===== config.mk =====
export PLATFORM = sky130hd
export DESIGN_NAME = utf8_content_validator_core_flat
export DESIGN_NICKNAME = d
export VERILOG_FILES = /design/src/design/u8cv_pkg.sv /design/src/design/u8cv_in_if.sv /design/src/design/u8cv_out_if.sv /design/src/design/u8cv_cfg_if.sv /design/src/design/utf8_content_validator_core.sv /design/src/design/u8cv_step.sv /design/src/flat_wrapper.sv
export SDC_FILE = /design/constraint.sdc
export NUM_CORES = 1
export LEC_CHECK = 0
export ABC_AREA = 1
export CAP_MARGIN = 20
export CORE_ASPECT_RATIO = 0.9
export CORE_MARGIN = 3
export CORE_UTILIZATION = 35
export CTS_CLUSTER_SIZE = 30
export DETAILED_ROUTE_END_ITERATION = 12
export DONT_BUFFER_PORTS = 1
export PLACE_DENSITY = 0.49
export SYNTH_ARGS = -nofsm -noshare
export SYNTH_HDL_FRONTEND = slang
export SYNTH_SLANG_ARGS = --single-unit

===== constraint.sdc =====
create_clock -name i_clk -period 3.99 [get_ports i_clk]
set_input_delay 0.5985 -clock i_clk [delete_from_list [all_inputs] [get_ports i_clk]]
set_output_delay 0.5985 -clock i_clk [all_outputs]
set_load 0.01 [all_outputs]

===== src/design/u8cv_pkg.sv =====
// shared types, constants and the whitespace test for the utf-8 content validator
`default_nettype none

package u8cv_pkg;

    localparam int unsigned BYTE_W  = 8;
    localparam int unsigned POINT_W = 21;
    localparam int unsigned COUNT_W = 17;
    localparam int unsigned LIMIT_W = 16;

    localparam logic [LIMIT_W-1:0] MAX_BYTES_RESET = 16'd4096;
    localparam logic [COUNT_W-1:0] COUNT_MAX       = 17'h1FFFF;

    // lead byte ranges
    localparam logic [BYTE_W-1:0] LEAD2_LO = 8'hC2;
    localparam logic [BYTE_W-1:0] LEAD2_HI = 8'hDF;
    localparam logic [BYTE_W-1:0] LEAD3_LO = 8'hE0;
    localparam logic [BYTE_W-1:0] LEAD3_HI = 8'hEF;
    localparam logic [BYTE_W-1:0] LEAD4_LO = 8'hF0;
    localparam logic [BYTE_W-1:0] LEAD4_HI = 8'hF4;
    localparam logic [BYTE_W-1:0] ASCII_HI = 8'h7F;

    // code point limits
    localparam logic [POINT_W-1:0] MIN_3BYTE   = 21'h000800;
    localparam logic [POINT_W-1:0] MIN_4BYTE   = 21'h010000;
    localparam logic [POINT_W-1:0] SURR_LO     = 21'h00D800;
    localparam logic [POINT_W-1:0] SURR_HI     = 21'h00DFFF;
    localparam logic [POINT_W-1:0] MAX_SCALAR  = 21'h10FFFF;

    // sequence lengths
    localparam logic [2:0] SEQ_W2 = 3'd2;
    localparam logic [2:0] SEQ_W3 = 3'd3;
    localparam logic [2:0] SEQ_W4 = 3'd4;

    typedef enum logic [2:0] {
        VERDICT_PENDING  = 3'd0,
        VERDICT_ACCEPTED = 3'd1,
        VERDICT_BAD_ENC  = 3'd2,
        VERDICT_TOO_LONG = 3'd3,
        VERDICT_BLANK    = 3'd4
    } t_verdict;

    // per-entry decode state
    typedef struct packed {
        logic [1:0]         bytes_left;
        logic [2:0]         seq_width;
        logic [POINT_W-1:0] partial_point;
        logic [COUNT_W-1:0] byte_count;
        logic               bad_seen;
        logic               nonblank_seen;
    } t_state;

    // one result item
    typedef struct packed {
        logic               point_ready;
        logic [POINT_W-1:0] code_point;
        logic               is_space;
        logic               done_res;
        t_verdict           verdict;
    } t_result;

    // unicode whitespace test
    function automatic logic is_space_point(input logic [POINT_W-1:0] p);
        is_space_point = (p == 21'h000020) ||
                         (p >= 21'h000009 && p <= 21'h00000D) ||
                         (p == 21'h000085) || (p == 21'h0000A0) ||
                         (p == 21'h001680) ||
                         (p >= 21'h002000 && p <= 21'h00200A) ||
                         (p == 21'h002028) || (p == 21'h002029) ||
                         (p == 21'h00202F) || (p == 21'h00205F) ||
                         (p == 21'h003000);
    endfunction

endpackage

`default_nettype wire


===== src/design/u8cv_in_if.sv =====
// input byte channel of the utf-8 content validator
`default_nettype none

interface u8cv_in_if;
    logic       valid;
    logic       ready;
    logic [7:0] data_byte;
    logic       has_byte;
    logic       last;

    modport source (output valid, output data_byte, output has_byte, output last,
                    input ready);
    modport sink   (input valid, input data_byte, input has_byte, input last,
                    output ready);
endinterface

`default_nettype wire


===== src/design/u8cv_out_if.sv =====
// result channel of the utf-8 content validator
`default_nettype none

interface u8cv_out_if;
    logic        valid;
    logic        ready;
    logic        point_ready;
    logic [20:0] code_point;
    logic        is_space;
    logic        done_res;
    logic [2:0]  verdict;

    modport source (output valid, output point_ready, output code_point,
                    output is_space, output done_res, output verdict, input ready);
    modport sink   (input valid, input point_ready, input code_point,
                    input is_space, input done_res, input verdict, output ready);
endinterface

`default_nettype wire


===== src/design/u8cv_cfg_if.sv =====
// configuration write channel of the utf-8 content validator
`default_nettype none

interface u8cv_cfg_if;
    logic        valid;
    logic        ready;
    logic [15:0] data;

    modport source (output valid, output data, input ready);
    modport sink   (input valid, input data, output ready);
endinterface

`default_nettype wire


===== src/design/utf8_content_validator_core.sv =====
// top level of the utf-8 content validator: entry state, limit register, result register
//
//   channel   dir   payload                                          accepted when
//   i_in      in    data_byte[7:0], has_byte, last                   valid & ready
//   o_out     out   point_ready, code_point[20:0], is_space,         valid & ready
//                   done_res, verdict[2:0]
//   i_cfg     in    data[15:0] -> max_bytes                          valid & ready
//
// one item per cycle unless o_out stalls; one result per item, shown the next cycle.
// the decode step sits between the input port and the result register, one pass per byte.
// i_in.ready is high while the result register is empty or being drained this cycle.
// synchronous active-low reset clears entry state, sets max_bytes to 4096, empties the output.
// i_cfg is always ready; writes are meant to land only while the block is idle.
`default_nettype none

module utf8_content_validator_core (
    input  wire logic   i_clk,
    input  wire logic   i_rst_n,
    u8cv_in_if.sink     i_in,
    u8cv_out_if.source  o_out,
    u8cv_cfg_if.sink    i_cfg
);

    u8cv_pkg::t_state  r_state;
    u8cv_pkg::t_state  n_state;
    u8cv_pkg::t_result r_result;
    u8cv_pkg::t_result n_result;
    logic              r_out_valid;
    logic [15:0]       r_max_bytes;
    logic              in_fire;

    // handshakes
    assign i_in.ready  = !r_out_valid || o_out.ready;
    assign in_fire     = i_in.valid && i_in.ready;
    assign i_cfg.ready = 1'b1;

    // per-byte decode
    u8cv_step u_step (
        .i_state     (r_state),
        .i_data_byte (i_in.data_byte),
        .i_has_byte  (i_in.has_byte),
        .i_last      (i_in.last),
        .i_max_bytes (r_max_bytes),
        .o_state     (n_state),
        .o_result    (n_result)
    );

    // control registers
    always_ff @(posedge i_clk) begin
        if (!i_rst_n) begin
            r_state     <= '0;
            r_out_valid <= 1'b0;
            r_max_bytes <= u8cv_pkg::MAX_BYTES_RESET;
        end else begin
            if (in_fire) begin
                r_state <= n_state;
            end
            if (in_fire) begin
                r_out_valid <= 1'b1;
            end else if (o_out.ready) begin
                r_out_valid <= 1'b0;
            end
            if (i_cfg.valid && i_cfg.ready) begin
                r_max_bytes <= i_cfg.data;
            end
        end
    end

    // result payload register
    always_ff @(posedge i_clk) begin
        if (in_fire) begin
            r_result <= n_result;
        end
    end

    // output drive
    assign o_out.valid       = r_out_valid;
    assign o_out.point_ready = r_result.point_ready;
    assign o_out.code_point  = r_result.code_point;
    assign o_out.is_space    = r_result.is_space;
    assign o_out.done_res    = r_result.done_res;
    assign o_out.verdict     = r_result.verdict;

    // entry state is cleared after an end item
    a_clear_on_last: assert property (@(posedge i_clk) disable iff (!i_rst_n)
        in_fire && i_in.last |=> r_state == '0)
        else $error("entry state not cleared after end item");

    // every accepted item yields a result next cycle
    a_result_follows: assert property (@(posedge i_clk) disable iff (!i_rst_n)
        in_fire |=> r_out_valid)
        else $error("accepted item produced no result");

    // an open sequence means decoding is live with a known width
    a_open_seq: assert property (@(posedge i_clk) disable iff (!i_rst_n)
        r_state.bytes_left != 2'd0 |-> !r_state.bad_seen && r_state.seq_width != 3'd0)
        else $error("open sequence with inconsistent decode state");

    // reported points are unicode scalar values
    a_scalar: assert property (@(posedge i_clk) disable iff (!i_rst_n)
        r_out_valid && r_result.point_ready |->
            r_result.code_point <= u8cv_pkg::MAX_SCALAR &&
            (r_result.code_point < u8cv_pkg::SURR_LO ||
             r_result.code_point > u8cv_pkg::SURR_HI))
        else $error("reported code point is not a scalar value");

    // a verdict only comes with the end item
    a_verdict_done: assert property (@(posedge i_clk) disable iff (!i_rst_n)
        r_out_valid && !r_result.done_res |-> r_result.verdict == u8cv_pkg::VERDICT_PENDING)
        else $error("verdict without end item");

endmodule

`default_nettype wire


===== src/design/u8cv_step.sv =====
// next-state and result logic for one byte item of the validator
`default_nettype none

module u8cv_step (
    input  wire u8cv_pkg::t_state  i_state,
    input  wire logic [7:0]        i_data_byte,
    input  wire logic              i_has_byte,
    input  wire logic              i_last,
    input  wire logic [15:0]       i_max_bytes,
    output u8cv_pkg::t_state       o_state,
    output u8cv_pkg::t_result      o_result
);

    u8cv_pkg::t_state  n_state;
    u8cv_pkg::t_result n_result;
    logic [20:0]       n_point;

    // decode one byte, then form the verdict on the end item
    always_comb begin
        n_state  = i_state;
        n_result = '0;
        n_point  = {i_state.partial_point[14:0], i_data_byte[5:0]};

        if (i_has_byte) begin
            if (i_state.byte_count != u8cv_pkg::COUNT_MAX) begin
                n_state.byte_count = i_state.byte_count + 17'd1;
            end
            if (!i_state.bad_seen) begin
                if (i_state.bytes_left == 2'd0) begin
                    // lead byte classification
                    priority if (i_data_byte == 8'h00) begin
                        n_state.bad_seen = 1'b1;
                    end else if (i_data_byte <= u8cv_pkg::ASCII_HI) begin
                        n_result.point_ready = 1'b1;
                        n_result.code_point  = {13'd0, i_data_byte};
                    end else if (i_data_byte >= u8cv_pkg::LEAD2_LO &&
                                 i_data_byte <= u8cv_pkg::LEAD2_HI) begin
                        n_state.seq_width     = u8cv_pkg::SEQ_W2;
                        n_state.bytes_left    = 2'd1;
                        n_state.partial_point = {16'd0, i_data_byte[4:0]};
                    end else if (i_data_byte >= u8cv_pkg::LEAD3_LO &&
                                 i_data_byte <= u8cv_pkg::LEAD3_HI) begin
                        n_state.seq_width     = u8cv_pkg::SEQ_W3;
                        n_state.bytes_left    = 2'd2;
                        n_state.partial_point = {17'd0, i_data_byte[3:0]};
                    end else if (i_data_byte >= u8cv_pkg::LEAD4_LO &&
                                 i_data_byte <= u8cv_pkg::LEAD4_HI) begin
                        n_state.seq_width     = u8cv_pkg::SEQ_W4;
                        n_state.bytes_left    = 2'd3;
                        n_state.partial_point = {18'd0, i_data_byte[2:0]};
                    end else begin
                        n_state.bad_seen = 1'b1;
                    end
                end else if (i_data_byte[7:6] != 2'b10) begin
                    // continuation byte expected but not found
                    n_state.bad_seen   = 1'b1;
                    n_state.bytes_left = 2'd0;
                end else begin
                    n_state.partial_point = n_point;
                    n_state.bytes_left    = i_state.bytes_left - 2'd1;
                    if (i_state.bytes_left == 2'd1) begin
                        // sequence complete: reject overlong, surrogate, out of range
                        if ((i_state.seq_width == u8cv_pkg::SEQ_W3 &&
                             n_point < u8cv_pkg::MIN_3BYTE) ||
                            (i_state.seq_width == u8cv_pkg::SEQ_W4 &&
                             n_point < u8cv_pkg::MIN_4BYTE) ||
                            (n_point >= u8cv_pkg::SURR_LO &&
                             n_point <= u8cv_pkg::SURR_HI) ||
                            (n_point > u8cv_pkg::MAX_SCALAR)) begin
                            n_state.bad_seen = 1'b1;
                        end else begin
                            n_result.point_ready = 1'b1;
                            n_result.code_point  = n_point;
                        end
                        n_state.seq_width     = 3'd0;
                        n_state.partial_point = '0;
                    end
                end
                // whitespace flag for a completed point
                if (n_result.point_ready) begin
                    n_result.is_space = u8cv_pkg::is_space_point(n_result.code_point);
                    if (!n_result.is_space) begin
                        n_state.nonblank_seen = 1'b1;
                    end
                end
            end
        end

        // verdict on the end item, then clear the entry
        if (i_last) begin
            n_result.done_res = 1'b1;
            priority if (n_state.bad_seen || n_state.bytes_left != 2'd0) begin
                n_result.verdict = u8cv_pkg::VERDICT_BAD_ENC;
            end else if (n_state.byte_count > {1'b0, i_max_bytes}) begin
                n_result.verdict = u8cv_pkg::VERDICT_TOO_LONG;
            end else if (!n_state.nonblank_seen) begin
                n_result.verdict = u8cv_pkg::VERDICT_BLANK;
            end else begin
                n_result.verdict = u8cv_pkg::VERDICT_ACCEPTED;
            end
            n_state = '0;
        end
    end

    assign o_state  = n_state;
    assign o_result = n_result;

endmodule

`default_nettype wire


===== src/flat_wrapper.sv =====
// flat-port wrapper written by rule: the top's interface ports become plain ports
module utf8_content_validator_core_flat 
  (i_clk, i_rst_n, i_in_valid, i_in_data_byte, i_in_has_byte, i_in_last, i_in_ready, o_out_valid, o_out_point_ready, o_out_code_point, o_out_is_space, o_out_done_res, o_out_verdict, o_out_ready, i_cfg_valid, i_cfg_data, i_cfg_ready);
  u8cv_in_if i_in_i ();
  u8cv_out_if o_out_i ();
  u8cv_cfg_if i_cfg_i ();
  input  wire logic i_clk;
  input  wire logic i_rst_n;
  input wire logic [$bits(i_in_i.valid)-1:0] i_in_valid;
  input wire logic [$bits(i_in_i.data_byte)-1:0] i_in_data_byte;
  input wire logic [$bits(i_in_i.has_byte)-1:0] i_in_has_byte;
  input wire logic [$bits(i_in_i.last)-1:0] i_in_last;
  output wire logic [$bits(i_in_i.ready)-1:0] i_in_ready;
  output wire logic [$bits(o_out_i.valid)-1:0] o_out_valid;
  output wire logic [$bits(o_out_i.point_ready)-1:0] o_out_point_ready;
  output wire logic [$bits(o_out_i.code_point)-1:0] o_out_code_point;
  output wire logic [$bits(o_out_i.is_space)-1:0] o_out_is_space;
  output wire logic [$bits(o_out_i.done_res)-1:0] o_out_done_res;
  output wire logic [$bits(o_out_i.verdict)-1:0] o_out_verdict;
  input wire logic [$bits(o_out_i.ready)-1:0] o_out_ready;
  input wire logic [$bits(i_cfg_i.valid)-1:0] i_cfg_valid;
  input wire logic [$bits(i_cfg_i.data)-1:0] i_cfg_data;
  output wire logic [$bits(i_cfg_i.ready)-1:0] i_cfg_ready;
  assign i_in_i.valid = i_in_valid;
  assign i_in_i.data_byte = i_in_data_byte;
  assign i_in_i.has_byte = i_in_has_byte;
  assign i_in_i.last = i_in_last;
  assign i_in_ready = i_in_i.ready;
  assign o_out_valid = o_out_i.valid;
  assign o_out_point_ready = o_out_i.point_ready;
  assign o_out_code_point = o_out_i.code_point;
  assign o_out_is_space = o_out_i.is_space;
  assign o_out_done_res = o_out_i.done_res;
  assign o_out_verdict = o_out_i.verdict;
  assign o_out_i.ready = o_out_ready;
  assign i_cfg_i.valid = i_cfg_valid;
  assign i_cfg_i.data = i_cfg_data;
  assign i_cfg_ready = i_cfg_i.ready;
  utf8_content_validator_core u_core (.i_clk(i_clk), .i_rst_n(i_rst_n), .i_in(i_in_i), .o_out(o_out_i), .i_cfg(i_cfg_i));
endmodule

==> results of run 1 <==
[per-layer routing]
metal | track usage | share of wire | up-vias
met5 | 0 | 0 | -
met4 | 0.03819 | 0.010 | 0
met3 | 0.05899 | 0.067 | 9
met2 | 0.2264 | 0.39 | 86
met1 | 0.2433 | 0.53 | 1755
li1 | - | - | 2018
[flip-flops by register name, indices dropped and copies added (netlist names)]
register,count
u_core.o_out.done_res,1
u_core.r_max_bytes,16
u_core.o_out.is_space,1
u_core.o_out.code_point,21
u_core.r_state,39
u_core.o_out.valid,1
u_core.o_out.point_ready,1
u_core.o_out.verdict,3
[cell type report]
| cell class | count | area share |
|---|---|---|
| Clock buffer | 13 | 0.05508 |
| Clock inverter | 3 | 0.003427 |
| Inverter | 95 | 0.07001 |
| Multi-Input combinational cell | 409 | 0.4450 |
| Sequential cell | 83 | 0.3780 |
| Tap cell | 164 | 0.04015 |
| Timing Repair Buffer | 4 | 0.008323 |
[worst max-delay path: cells and delay by family (launching register included)]
kind / cells / cell delay, ns
compound gates: 5 / 0.64
xor+xnor: 1 / 0.15
fa+ha+maj: 2 / 0.51
buf+inv: 4 / 0.30
flops: 1 / 0.40
simple gates: 12 / 1.33
[final timing paths]
| check | startpoint | endpoint | slack, ns |
|---|---|---|---|
| worst max-delay path | u_core.r_state[2]$_SDFFE_PN0P_ | u_core.o_out.verdict[0]$_SDFFCE_PP0P_ | 0.40 |
| worst min-delay path | i_in_last | u_core.o_out.done_res$_DFFE_PP_ | 0.36 |
| worst max register to register | u_core.r_state[2]$_SDFFE_PN0P_ | u_core.o_out.verdict[0]$_SDFFCE_PP0P_ | 0.40 |
| worst min register to register | u_core.r_max_bytes[5]$_SDFFE_PN0P_ | u_core.r_max_bytes[5]$_SDFFE_PN0P_ | 0.47 |
[what timing repair did]
item                                    4_1_cts  5_1_grt
hold endpoints to repair                      0        0
hold buffers                                  0        0
endpoints found under the setup margin        0        3
gates resized for setup                       0        4
[logic make-up (layout without fill, tap and decap cells)]
group,count (synthesis),in the layout,synth area share
buffers and inverters,116,115,0.1013
adders and majority gates,19,19,0.05093
AOI/OAI and AO/OA,126,126,0.1541
and+or+nand+nor,248,248,0.2509
DFF,83,83,0.4138
xor gates and xnor gates,15,15,0.02814
other,1,1,0.0008033
[layout by cell type, fill, tap and decap left out, types with 3 or more instances in the layout]
cell type / n
nor2_1: 55
buf_4: 3
xnor2_1: 4
o21ai_0: 29
a211oi_1: 14
nor2_2: 7
ha_1: 19
inv_2: 12
o41ai_1: 3
nand2_4: 3
a21oi_1: 59
nand4_1: 12
dfxtp_1: 56
inv_1: 81
nand3_2: 3
a31oi_1: 3
nand2_2: 9
nand3_1: 31
clkbuf_16: 10
o21ai_1: 5
nor3_1: 14
nand2_1: 101
xor2_1: 11
nand3b_1: 4
edfxtp_1: 27
[per-stage QoR]
stage / hold slack [ns] / utilization
final: 0.3573 / 0.3968
after global routing: 0.3370 / 0.3968
after CTS: 0.3385 / 0.3959
after detailed placement: 0.4646 / 0.3727
after global placement: 0.4571 / 0.3711
after floorplan: 0.4389 / -
[power by group]
part | leakage, nW | internal, mW | switching, mW
registers | 0.731 | 0.918 | 0.0332
logic | 1.27 | 0.0651 | 0.150
clock network | 0.152 | 0.494 | 0.335
==> run metrics, run 1 <==
status=completed; async set or reset register ratio after synthesis=0; vias post-DR=3868; Yosys warnings=0; Die H=115.6 um; Pwr Total=1.996 mW; vias in the first global route=3686; Place WS=0.1474 ns; synth cell count leaders=nand2_1, inv_1, a21oi_1, dfxtp_1, nor2_1; fin cells=771; final setup TNS=0 ns; worst vdd ir=0.2790 mV; drt pass-1 iters=4; Die ar.=14760 um^2; crit-path max FO=8; Yosys cell types=47; most frequent CP cell=nand2_1; headroom to the max-slew limit=0.4957; layout net count=652; crit path launch type=flip-flop; diode count=0; first-pass GRT wire length=19100 um; drt via density=5.017; core area=12880 um^2; # Post-CTS Setup Buffers=0; worst slew pin tran=0.7556 ns; num rows=39; Tot GR Track Use=0.1641; Post-DRT Antenna Nets=0; Crit. End Element=flip-flop; synthesized area=4668 um^2; final worst slack=0.4043 ns; P_leak=2.150 nW; Area Overhead vs Synth=9.488%; RePlAce Congestion=0.8325; Detailed Route Iter0 Violations=263; initial antenna violation count=0; H-tree Lvls=3; # IOs=61; PwrDens=390.4 nW/um^2; most common cell in the synthesized netlist=nand2_1; hold depth=0; post-DR wirelength/cell=15.01 um; largest net degree at the start of global routing=30; Max stage delay on crit path=0.40 ns; Final Skew=0.008729 ns; dpl cell area=4801 um^2; post-route cell area=5111 um^2; die width=127.7 um; CTS buffer count=9; share of the synthesized area in the top cell type=0.2402; min Tclk post-route=3.586 ns; I/O Buffers=0; critical-path cell list=ha_1 > nand2_1 > inv_1 > nand4_1 > nor3_2 > nand3_1 > nand2_2 > inv_1 > nand3_1 > xor2_1 > inv_1 > ha_1 > a21oi_1 > o31ai_1 > nand2_1 > nand4_1 > nand2_1 > a21oi_1 > o21ai_0 > nand2_1 > a21boi_2 > nand3_2 > nand2_1 > inv_1; clk_lat worst skew=0.34 ns; Max-Cap Viols=0; Final period util=0.8987; area leader, netlist=dfxtp_1; Final Hold Vio Count=0; syn_nets=658; flops & latches, synth=83; initial core utilization=0.3624; CP required=4.09 ns; maximum clock path buffer count=2; unrepaired setup endpoints after global routing=false; slowest cell on the critical path=dfxtp_1; grt ovf=0; FF/Latch Area=1932 um^2; Clock transition at path regs=0.06 ns; Worst Hold Class=primary input to flip-flop; share of layout cells above drive strength 1=0.1005; Arr. time, crit path=3.68 ns; multi-input logic area=2275 um^2; Root Buffer=clkbuf_16; clk sinks=83; Synth Instances=608; fmax=0.2789 GHz; Final setup viols=0; register area share after synthesis=0.4138; synth top area cells=dfxtp_1, edfxtp_1, nand2_1; hpwl dp=8587 um; syn avg cell area=7.678 um^2; CTS tree=built; critical path class=flip-flop to flip-flop; dominant synthesized flop cell=dfxtp_1; Post-synth EDFFs=27; dpl cells=755; reg2reg path depth=24; Post-Route WL=11570 um; FILL cells=1373; Slew Viols, Final=0; Residual DRC=0
Power figures use the tool's default switching activity.
==> run 2: changes to the inputs <==
--- a/config.mk
+++ b/config.mk
@@ -13,7 +13,9 @@
 export CTS_CLUSTER_SIZE = 30
 export DETAILED_ROUTE_END_ITERATION = 12
 export DONT_BUFFER_PORTS = 1
+export HOLD_SLACK_MARGIN = 0.12
 export PLACE_DENSITY = 0.49
+export RECOVER_POWER = 100
 export SYNTH_ARGS = -nofsm -noshare
 export SYNTH_HDL_FRONTEND = slang
 export SYNTH_SLANG_ARGS = --single-unit
==> run 2 against run 1 <==
Compared with the run above:
- sequential share of layout area grew 0.35 points
- via count grew 1.4%
- final cell count is the same
- final area shrank 0.91%
- setup slack lost 0.043 ns
- maximum frequency shrank 1.2%
- wire length is essentially flat
- die area is the same
- global-route usage is the same
- highest routed layer unchanged
- clock power is essentially flat
- first-iteration DRC count shrank 1.9%
==> run metrics, run 2 (synthesis gave the netlist of run 1 again) <==
most frequent cells in the layout=nand2_1, inv_1, a21oi_1 (unchanged); reg-to-reg slack, setup=0.36 ns (was 0.40 ns); hold depth=0 (unchanged); status=completed (unchanged); critical-path cell list=inv_1 > ha_1 > clkinvlp_2 > nand2_2 > nor3_1 > nand3_1 > inv_1 > nand3_1 > nor2_2 > nand3_1 > nand2_1 > nand2_1 > nand3_2 > nand2_2 > nand3_1 > nand3_2 > nand2_1 > inv_1 (was ha_1 > nand2_1 > inv_1 > nand4_1 > nor3_2 > nand3_1 > nand2_2 > inv_1 > nand3_1 > xor2_1 > inv_1 > ha_1 > a21oi_1 > o31ai_1 > nand2_1 > nand4_1 > nand2_1 > a21oi_1 > o21ai_0 > nand2_1 > a21boi_2 > nand3_2 > nand2_1 > inv_1); Largest register FFs=39 (unchanged); diode count=0 (unchanged); Reg2Reg Launch Point=u_core.r_state[43]$_SDFFE_PN0P_ (was u_core.r_state[2]$_SDFFE_PN0P_); post-DR wirelength/cell=15.02 um (was 15.01 um); grt ovf=0 (unchanged); # IOs=61 (unchanged); vias in the first global route=3686 (unchanged); post-CTS sizing=0 (unchanged); core area=12880 um^2 (unchanged); maximum clock path buffer count=2 (unchanged); Residual DRC=0 (unchanged); Die H=115.6 um (unchanged); critical path class=flip-flop to flip-flop (unchanged); min Tclk post-route=3.629 ns (was 3.586 ns); initial antenna violation count=0 (unchanged); Detailed Route Iter0 Violations=258 (was 263); Most Crowded Layer GR=met1 (unchanged); P_leak=2.128 nW (was 2.150 nW); Arr. time, crit path=3.73 ns (was 3.68 ns); drt pass-1 iters=5 (was 4); Tot GR Track Use=0.1641 (unchanged); Final period util=0.9095 (was 0.8987); CTS buffer count=9 (unchanged); vias post-DR=3921 (was 3868); grt met2 use=0.2264 (unchanged); CP required=4.09 ns (about the same); initial core utilization=0.3624 (unchanged); Hold EP=u_core.o_out.done_res$_DFFE_PP_ (unchanged); clk sinks=83 (unchanged); most frequent CP cell=nand3_1 (was nand2_1); # Post-CTS Setup Buffers=0 (unchanged); Clock transition at path regs=0.06 ns (about the same); worst vdd ir=0.2786 mV (was 0.2790 mV); Area Overhead vs Synth=8.496% (was 9.488%); Post-Route WL=11580 um (was 11570 um); crit path launch type=flip-flop (unchanged); PwrDens=393.5 nW/um^2 (was 390.4 nW/um^2); Slew Viols, Final=0 (unchanged); commonest non-fill, non-tap cell in the layout=nand2_1 (unchanged); CTS Hold Buffers Added=0 (unchanged); HP Start=i_in_last (unchanged); Worst Hold Class=primary input to flip-flop (unchanged); Die ar.=14760 um^2 (unchanged); unrepaired setup endpoints after global routing=false (unchanged); reg2reg path depth=18 (was 24); Root Buffer=clkbuf_16 (unchanged); I/O Buffers=0 (unchanged); hpwl dp=8587 um (unchanged); Post-DRT Antenna Nets=0 (unchanged); met3 Usage GRT=0.05899 (unchanged); share of layout cells above drive strength 1=0.08567 (was 0.1005); num rows=39 (unchanged); Final Hold Vio Count=0 (unchanged); met1 usage in global routing=0.2433 (unchanged); slowest cell on the critical path=nand3_1 (was dfxtp_1); FILL cells=1384 (was 1373); fmax=0.2756 GHz (was 0.2789 GHz); worst slew pin tran=1.079 ns (was 0.7556 ns); Crit. End Element=flip-flop (unchanged); Max-Cap Viols=0 (unchanged); CTS tree=built (unchanged); Final setup viols=0 (unchanged); final setup TNS=0 ns (unchanged); first-pass GRT wire length=19100 um (unchanged); Pwr Total=1.993 mW (was 1.996 mW); Largest Register=u_core.r_state (unchanged); largest net degree at the start of global routing=30 (unchanged); biggest regs=u_core.r_state: 39 flops, u_core.o_out.code_point: 21 flops, u_core.r_max_bytes: 16 flops (unchanged); die width=127.7 um (unchanged); Max stage delay on crit path=0.54 ns (was 0.40 ns); headroom to the max-slew limit=0.2804 (was 0.4957); drt via density=5.086 (was 5.017); H-tree Lvls=3 (unchanged); crit-path max FO=13 (was 8); clk_lat worst skew=0.35 ns (was 0.34 ns); RePlAce Congestion=0.8325 (unchanged); layout net count=652 (unchanged); Critical R2R Capture=u_core.o_out.verdict[0]$_SDFFCE_PP0P_ (unchanged); Final Skew=0.007966 ns (was 0.008729 ns)
## run 2: report_power, final
group | leakage [nW] | internal, mW | switching (mW) | total, mW
registers | 0.731 | 0.918 | 0.0332 | 0.952
clock network | 0.152 | 0.494 | 0.337 | 0.831
logic | 1.24 | 0.0628 | 0.148 | 0.211
## run 2: final cells by class
type                            count  area, um^2  share of cell area
Tap cell                          164       205.2             0.04051
Timing Repair Buffer                4       31.28            0.006176
Sequential cell                    83        1932              0.3814
Inverter                           95       357.8             0.07065
Clock buffer                       13       281.5             0.05558
Clock inverter                      3       17.52            0.003458
Multi-Input combinational cell    409        2240              0.4422
## run 2: metal layers
metal,vias to the layer above,share of wire
li1,2020,-
met1,1784,0.53
met2,107,0.39
met3,10,0.072
met4,0,0.0096
met5,-,0
## run 2: how the worst max path moves through the flow
| stage | from | endpoint | cells past startpoint | slack [ns] |
|---|---|---|---|---|
| finish | u_core.r_state[43]$_SDFFE_PN0P_ | u_core.o_out.verdict[0]$_SDFFCE_PP0P_ | 18 | 0.36 |
| global route | u_core.r_state[2]$_SDFFE_PN0P_ | u_core.o_out.verdict[0]$_SDFFCE_PP0P_ | 24 | 0.002 |
| CTS | u_core.r_state[2]$_SDFFE_PN0P_ | u_core.o_out.verdict[0]$_SDFFCE_PP0P_ | 24 | 0.10 |
| detailed placement | u_core.r_state[2]$_SDFFE_PN0P_ | u_core.o_out.verdict[0]$_SDFFCE_PP0P_ | 24 | 0.15 |
| global placement | u_core.r_state[2]$_SDFFE_PN0P_ | u_core.o_out.verdict[0]$_SDFFCE_PP0P_ | 24 | 0.30 |
| floorplan | u_core.r_state[2]$_SDFFE_PN0P_ | u_core.o_out.verdict[0]$_SDFFCE_PP0P_ | 24 | 0.73 |
## run 2: critical path, delay by kind of cell (launching register included)
| kind | cells | cell delay [ns] |
|---|---|---|
| DFF | 1 | 0.36 |
| buffers and inverters | 4 | 0.83 |
| and+or+nand+nor | 13 | 1.85 |
| adders and majority gates | 1 | 0.34 |
## run 2: metrics by stage
stage	area (um^2)	hold slack [ns]	setup WS, ns	instances	utilization
2_1_floorplan	4668	0.4389	0.7317	608	-
5_1_grt	5065	0.3370	0.002350	771	0.3932
6_report	5065	0.3535	0.3612	771	0.3932
3_3_place_gp	4781	0.4571	0.2964	754	0.3711
4_1_cts	5100	0.3385	0.1020	771	0.3959
3_5_place_dp	4801	0.4646	0.1474	755	0.3727
